<file path="src/rtl/ese_pkg.sv">
package ese_pkg;

	// fixed field widths
	localparam int VAL_W = 32;
	localparam int POS_W = 10;
	localparam int CFG_W = 11;

	typedef logic [POS_W-1:0]        pos_t;
	typedef logic [CFG_W-1:0]        cfg_t;
	typedef logic signed [VAL_W-1:0] val_t;

	// item opcodes
	typedef enum logic {
		OP_WRITE  = 1'b0,
		OP_SEARCH = 1'b1
	} op_t;

	// controller to datapath commands
	typedef struct packed {
		logic do_write;     // store value at index
		logic load_search;  // latch key, read entry 0
		logic probe_go;     // advance probe and read it
		logic probe_end;    // freeze final probe value
		logic bin_init;     // set up binary range, read midpoint
		logic bin_next;     // narrow range, read new midpoint
		logic finish_hit;   // report found at last read address
		logic finish_miss;  // report not found
	} cmd_t;

	// datapath to controller status
	typedef struct packed {
		logic count_zero;    // no entries take part
		logic eq;            // read entry equals key
		logic le;            // read entry at most key
		logic next_in;       // next probe below count
		logic init_range_ok; // initial binary range not empty
		logic next_range_ok; // narrowed binary range not empty
	} stat_t;

endpackage

</file>
<file path="src/rtl/ese_ctrl.sv">
module ese_ctrl (
	input  logic          clk,
	input  logic          arst_n,
	input  logic          start,
	input  logic          opcode,
	input  ese_pkg::stat_t stat,
	output ese_pkg::cmd_t  cmd,
	output logic          busy,
	output logic          done
);
	import ese_pkg::*;

	typedef enum logic [4:0] {
		S_IDLE    = 5'b00001,
		S_CHECK0  = 5'b00010,
		S_PROBE   = 5'b00100,
		S_BSETUP  = 5'b01000,
		S_BSEARCH = 5'b10000
	} state_t;

	state_t state_q;
	state_t state_d;
	logic   done_q;

	// next state and command decode
	always_comb begin
		state_d = state_q;
		cmd     = '0;
		case (state_q)
			S_IDLE: begin
				if (start) begin
					if (op_t'(opcode) == OP_WRITE) begin
						cmd.do_write = 1'b1;
					end else if (stat.count_zero) begin
						cmd.finish_miss = 1'b1;
					end else begin
						cmd.load_search = 1'b1;
						state_d         = S_CHECK0;
					end
				end
			end
			S_CHECK0: begin
				if (stat.eq) begin
					cmd.finish_hit = 1'b1;
					state_d        = S_IDLE;
				end else if (stat.next_in) begin
					cmd.probe_go = 1'b1;
					state_d      = S_PROBE;
				end else begin
					cmd.probe_end = 1'b1;
					state_d       = S_BSETUP;
				end
			end
			S_PROBE: begin
				if (stat.le && stat.next_in) begin
					cmd.probe_go = 1'b1;
				end else begin
					cmd.probe_end = 1'b1;
					state_d       = S_BSETUP;
				end
			end
			S_BSETUP: begin
				if (stat.init_range_ok) begin
					cmd.bin_init = 1'b1;
					state_d      = S_BSEARCH;
				end else begin
					cmd.finish_miss = 1'b1;
					state_d         = S_IDLE;
				end
			end
			S_BSEARCH: begin
				if (stat.eq) begin
					cmd.finish_hit = 1'b1;
					state_d        = S_IDLE;
				end else if (stat.next_range_ok) begin
					cmd.bin_next = 1'b1;
				end else begin
					cmd.finish_miss = 1'b1;
					state_d         = S_IDLE;
				end
			end
			default: begin
				state_d = S_IDLE;
			end
		endcase
	end

	// state and result strobe
	always_ff @(posedge clk or negedge arst_n) begin
		if (!arst_n) begin
			state_q <= S_IDLE;
			done_q  <= 1'b0;
		end else begin
			state_q <= state_d;
			done_q  <= cmd.finish_hit | cmd.finish_miss;
		end
	end

	assign busy = (state_q != S_IDLE);
	assign done = done_q;

endmodule

</file>
<file path="config.mk">
export PLATFORM = sky130hd
export DESIGN_NAME = ese_ctrl
export DESIGN_NICKNAME = d
export VERILOG_FILES = /design/src/rtl/ese_pkg.sv /design/src/rtl/ese_ctrl.sv
export SDC_FILE = /design/constraint.sdc
export NUM_CORES = 1
export LEC_CHECK = 0
export BUFFER_PORTS_ARGS = -buffer_cell sky130_fd_sc_hd__buf_4
export CORE_AREA = 2 2 39 41
export DETAILED_ROUTE_END_ITERATION = 16
export DIE_AREA = 0 0 41 43
export HOLD_SLACK_MARGIN = 0.02
export PLACE_DENSITY = 0.72
export SYNTH_ARGS = -nofsm -noshare
export SYNTH_HDL_FRONTEND = slang
export SYNTH_SLANG_ARGS = --single-unit
</file>
<file path="constraint.sdc">
create_clock -name clk -period 1.5 [get_ports clk]
set_clock_uncertainty 0.1 [all_clocks]
set_input_delay 0.225 -clock clk [delete_from_list [all_inputs] [get_ports clk]]
set_output_delay 0.225 -clock clk [all_outputs]
set_load 0.03 [all_outputs]
</file>
==> results of run 1 <==
power by group:
group	internal [mW]	total (mW)	switching, mW
Clock	0.102	0.182	0.0799
Sequential	0.194	0.226	0.0319
Combinational	0.321	0.617	0.297
cell usage in the layout, fill, tap and decap left out, types with 2 or more instances in the layout:
master / count
nor2_1: 3
dfrtp_1: 3
clkbuf_4: 3
a21oi_1: 2
nor4_4: 3
nand3_1: 2
or2_1: 2
buf_4: 23
buf_6: 16
nand2_1: 4
dfrtp_2: 2
inv_1: 3
nor3_4: 3
stage by stage:
stage / hold WS, ns / setup slack, ns / utilization [%]
6_report: 0.0772 / -0.473 / 71.7
2_1_floorplan: -0.171 / -0.179 / -
4_1_cts: 0.0652 / -0.442 / 67.1
5_1_grt: 0.0802 / -0.543 / 71.7
3_5_place_dp: -0.0607 / -0.185 / 56.7
3_3_place_gp: -0.0598 / -0.158 / 56.7
repair_timing:
| item | in CTS | in global routing |
|---|---|---|
| hold buffers | 1 | 0 |
| hold endpoints to repair | 6 | 0 |
| resized for setup | 20 | 9 |
| setup buffers | 4 | 6 |
| pin swaps | 9 | 7 |
| endpoints found under the setup margin | 10 | 15 |
metal layers:
| layer | part of all wire [%] | vias up | global-route usage [%] |
|---|---|---|---|
| met3 | 5.6 | 10 | 9.42 |
| met4 | 5.2 | 0 | 8.67 |
| met5 | 0 | - | 0 |
| li1 | - | 279 | - |
| met1 | 37 | 273 | 22.4 |
| met2 | 52 | 23 | 34.4 |
kinds of logic (layout without fill, tap and decap cells):
logic type	Yosys count	count (layout)	share of synthesized area [%]
buffers and inverters	6	47	8.04
and+or+nand+nor	31	31	41.8
AOI/OAI and AO/OA	10	10	15.8
xor gates and xnor gates	1	1	1.88
DFF	6	6	32.4
layout make-up:
class                      instances  area [sq um]  share of cell area, %
clock buffer                       4          26.3                   2.65
sequential                         6           154                   15.5
multi-input combinational         42           418                   42.1
tap                               16          20.0                   2.02
timing repair buffer              40           363                   36.6
inverter                           3          11.3                   1.13
state kept, by name (all words and copies together), names as in the netlist:
register  count
done          1
state_q       5
worst max-delay path by stage:
stage	startpoint	to	slack, ns	cells after the start
5_1_grt	state_q[3]$_DFFE_PN0P_	cmd[5]	-0.54	5
3_5_place_dp	state_q[3]$_DFFE_PN0P_	cmd[4]	-0.19	5
4_1_cts	state_q[1]$_DFFE_PN0P_	cmd[0]	-0.44	5
6_report	state_q[3]$_DFFE_PN0P_	cmd[5]	-0.47	5
3_3_place_gp	state_q[3]$_DFFE_PN0P_	cmd[4]	-0.16	5
2_1_floorplan	state_q[2]$_DFFE_PN0P_	cmd[7]	-0.18	3
critical path, delay by kind of cell, from the launching register on:
kind / cells / cell delay (ns)
compound gates: 1 / 0.11
flops: 1 / 0.47
buf+inv: 2 / 0.29
simple gates: 2 / 0.51
==> results.md, run 1 <==
- Status: finished, violations left
- Failing checks: setup timing
- Detailed Routing Iterations Pass 1: 3
- Max Cap Viol: 0
- Hold Crit Depth: 2
- Critical path's largest stage delay: 0.47 ns
- Critical R2R Launch: state_q[3]$_DFFE_PN0P_
- Num CTS Buffers: 3
- Kind of critical path: reg2out
- Post-route setup slack: -0.473 ns
- Deepest clock path buffer count: 2
- Crit-path slowest cell: dfrtp_2
- Yosys reg bits: 6
- Chip width: 41 microns
- Largest net degree at the start of global routing: 8
- Most frequent cells after synthesis: nand2_1, dfrtp_1, nor2_1
- Reg2reg end: state_q[0]$_DFFE_PN1P_
- CP arrival: 1.65 ns
- Period utilization: 132%
- Row count: 14
- Finished Cell Area: between 900 and 1000 sq um
- Synth area leaders: dfrtp_1, dfstp_2, nor4_2
- Final HPWL DP: approximately 1000 microns
- Vias: 585
- Routed len/inst: 14.5 microns
- Fillers: 100
- Io pins: 20
- Worst setup SP type: flop
- Initial antenna violation count: 0
- Setup TNS: -3.82 ns
- CTS Sinks: 6
- # diodes: 0
- Layout cell share with drive strength beyond 1: 66.3%
- DRC viols: 0
- Slew margin rel.: 75.5%
- Crit path top cell by count: buf_6
- WHS Endpoint: state_q[3]$_DFFE_PN0P_
- Total Routed Length: 1600 microns
- Number of global-route vias before repair: roughly 590
- Final worst path period need: slightly below 2 ns
- Number of port buffers: 19
- Initial core utilization: 33.7%
- P&R area growth vs syn: 113%
- Max H-tree Level: 1
- GRT Total Usage: 21.2%
- Routed Antenna Nets: 0
- Max-slew violations: 0
- Placer's final routability congestion estimate: 0.788
- Warnings, synthesis: 0
- Finished Layout Cells: 111
- FF-to-FF path depth: 8
- Count of final setup violators: 13
- FMAX: 507 MHz
- Critical Path RT: 1.17 ns
- Placed Cells: 99
- Setup slack, reg-to-reg: -0.21 ns
- Initial DRC count: 6
- Vias per cell: roughly 5.3
- Leak Pwr: 0.450 nW
- TritonCTS clock tree: built
- Die Span Y: 43 microns
- Core ar.: 1380 sq um
- Post-Syn Instances: 54
- Pwr Density: a little over 1000 nW/um^2
- Cell type with the highest aggregate area in the netlist: dfrtp_1
- Worst setup EP type: primary output
- RSZ-0062 raised after global routing: true
- Cell-by-cell trace of the critical path: nor4_4 > nand3_1 > buf_6 > a21boi_4 > buf_6
- Asr flop ratio synth: 100%
- Nets: 106
- Post-Syn Area: 467 sq um
- Syn avg cell area: between 8 and 9 sq um
- Worst Hold Class: in2reg
- Yosys top cell area share: 26.8%
- Hold_sp: stat[2]
- GRT Residual Overflow: 0
- EDFF count, synth: 0
- Peak supply drop: 0.601 mV
- Tot Pwr: 1.02 mW
- Worst-margin pin slew: 0.368 ns
- Register area share after synthesis: 32.4%
- Critical Path Fanout Max: 5
- Final Hold Viols: 0
- Root Buffer: clkbuf_4
- Clock transition at path regs: 0.06 ns
- Die Area: 1760 sq um
- Library cells used by synthesis: 30
- Clock Latency Late Sink: 0.27 ns
- Syn nets: 64
- Most frequent cell after synthesis: nand2_1
- Most used flip-flop cell after synthesis: dfrtp_1
- DP Area: between 700 and 800 sq um
- First-pass GRT wire length: 2470 microns
Note: power is estimated with default switching activity, not from simulation.
==> run 2: changes to the inputs <==
==> constraint.sdc (replaced) <==
create_clock -name clk -period 1.5 [get_ports clk]
set_clock_uncertainty 0.1 [all_clocks]
set_input_delay 0.075 -clock clk [delete_from_list [all_inputs] [get_ports clk]]
set_output_delay 0.075 -clock clk [all_outputs]
set_load 0.03 [all_outputs]
==> results.md, run 2 (synthesis results as in run 1) <==
- FMAX: 550 MHz (+8.5%)
- Vias per cell: 5.48 (+3.9%)
- Final HPWL DP: 1070 microns (+4.7%)
- Initial core utilization: 33.7% (unchanged)
- Core ar.: 1380 sq um (unchanged)
- Die Area: 1760 sq um (unchanged)
- Layout cell share with drive strength beyond 1: 67.4% (+1.1 points)
- Routed Antenna Nets: 0 (unchanged)
- CTS Sinks: 6 (unchanged)
- Total Routed Length: 1730 microns (+7.8%)
- TritonCTS clock tree: built
- Row count: 14 (unchanged)
- Max Cap Viol: 0 (unchanged)
- Root Buffer: clkbuf_4
- Final Core Density: 72.8% (+1.1 points)
- Clock transition at path regs: 0.06 ns (about the same)
- Final Hold Viols: 0 (unchanged)
- Number of global-route vias before repair: 611 (+4.4%)
- Most frequent cells in the layout: buf_4, buf_6, nor4_4, dlygate4sd3_1
- Most flops, register: state_q
- Kind of critical path: reg2out
- Chip width: 41 microns (unchanged)
- Worst setup SP type: flop
- Commonest non-fill, non-tap cell in the layout: buf_4
- Crit-path slowest cell: dfrtp_2
- Pwr Density: 1040 nW/um^2 (+0.54%)
- Cell-by-cell trace of the critical path: nor4_4 > nand3_1 > o211ai_4 > buf_6
- Status: finished, violations left
- Routed len/inst: 15.6 microns (+7.8%)
- Critical path's largest stage delay: 0.45 ns (-0.02 ns)
- CP arrival: 1.64 ns (about the same)
- GRT Residual Overflow: 0 (unchanged)
- RSZ-0062 raised after global routing: true
- Post-route setup slack: -0.318 ns (+0.155 ns)
- Max reg flops: 5 (unchanged)
- Clock Latency Late Sink: 0.26 ns (about the same)
- Critical Path Fanout Max: 3 (-2)
- Worst setup EP type: primary output
- Deepest clock path buffer count: 2 (unchanged)
- Failing checks: setup timing
- Io pins: 20 (unchanged)
- Die Span Y: 43 microns (unchanged)
- Max H-tree Level: 1 (unchanged)
- First-pass GRT wire length: 2460 microns (-0.57%)
- Critical Path RT: 1.32 ns (+0.15 ns)
- P&R area growth vs syn: 116%
- Peak supply drop: 0.953 mV (+59%)
- Nets: 106 (unchanged)
- Leak Pwr: 0.435 nW (-3.3%)
- Slew margin rel.: 80.6% (+5.1 points)
- Period utilization: 121% (-10 points)
- Count of final setup violators: 12 (-1)
- DRC viols: 0 (unchanged)
- Worst-margin pin slew: 0.289 ns (-0.0791 ns)
- Initial antenna violation count: 0 (unchanged)
- Number of port buffers: 19 (unchanged)
- Worst Hold Class: in2async
- Largest net degree at the start of global routing: 7 (-1)
- GRT Total Usage: 20.8% (-0.37 points)
- Initial DRC count: 20 (+14)
- # diodes: 0 (unchanged)
- Vias: 608 (+3.9%)
- Placer's final routability congestion estimate: 0.801 (+1.7%)
- Setup Slack @ Placement: -0.0451 ns (+0.140 ns)
- Max-slew violations: 0 (unchanged)
- Detailed Routing Iterations Pass 1: 4 (+1)
- Num CTS Buffers: 3 (unchanged)
- Final worst path period need: 1.82 ns (-0.155 ns)
[run 2: area by class of cell]
class / instances / area, sq um
Multi-Input combinational cell: 42 / 424
Fill cell: 98 / 377
Sequential cell: 6 / 155
Clock buffer: 4 / 26.3
Inverter: 3 / 11.3
Timing Repair Buffer: 40 / 370
Tap cell: 16 / 20.0
[run 2: path summary, 6_finish.rpt]
path / slack, ns / to / from / depth (start not counted)
worst max-delay path: -0.32 / cmd[0] / state_q[3]$_DFFE_PN0P_ / 4
worst min-delay path: 0.06 / done$_DFF_PN0_ / arst_n / 2
worst max register to register: -0.06 / state_q[1]$_DFFE_PN0P_ / state_q[1]$_DFFE_PN0P_ / 6
worst min register to register: 0.69 / state_q[3]$_DFFE_PN0P_ / state_q[1]$_DFFE_PN0P_ / 4
max in group asynchronous: 1.03 / state_q[0]$_DFFE_PN1P_ / arst_n / 2
min in group clk: 0.09 / state_q[1]$_DFFE_PN0P_ / start / 3
[run 2: what timing repair did]
item                                    4_1_cts  5_1_grt
endpoints found under the hold margin         9        0
gates cloned                                  0        0
resized for setup                            17       13
hold buffers                                  4        0
setup buffers                                 3        4
pin swaps                                     8       11
endpoints found under the setup margin        9       13
[run 2: layer usage]
| layer | wire length [microns] | up-vias | track usage (%) |
|---|---|---|---|
| met5 | 0 | - | 0 |
| met4 | 44 | 0 | 10.7 |
| met3 | 56 | 4 | 4.19 |
| met2 | 944 | 22 | 35.6 |
| met1 | 683 | 306 | 22.2 |
| li1 | - | 276 | - |
[run 2: power by group]
group / internal (mW) / switching (mW) / leakage (nW) / total (mW)
Combinational: 0.330 / 0.307 / 0.346 / 0.637
Clock: 0.102 / 0.0806 / 0.0150 / 0.183
Sequential: 0.194 / 0.0324 / 0.0746 / 0.226
[run 2: per-stage QoR]
stage                     total power, mW  TNS (ns)  hold WS [ns]  std cells  cell area, sq um
after floorplan                     0.520    -0.175        -0.321         54               561
after global placement              0.669   -0.0593        -0.210         96               768
after detailed placement            0.674    -0.190        -0.208         96               768
after CTS                           0.897     -2.06        0.0669        107               918
after global routing                 1.10     -2.92        0.0804        111              1010
final                                1.05     -2.15        0.0571        111              1010
[run 2: critical path: cells and delay by family (launching register included)]
kind,cells,cell delay (ns)
AOI/OAI and AO/OA,1,0.24
buffers and inverters,1,0.16
DFF,1,0.45
and+or+nand+nor,2,0.52
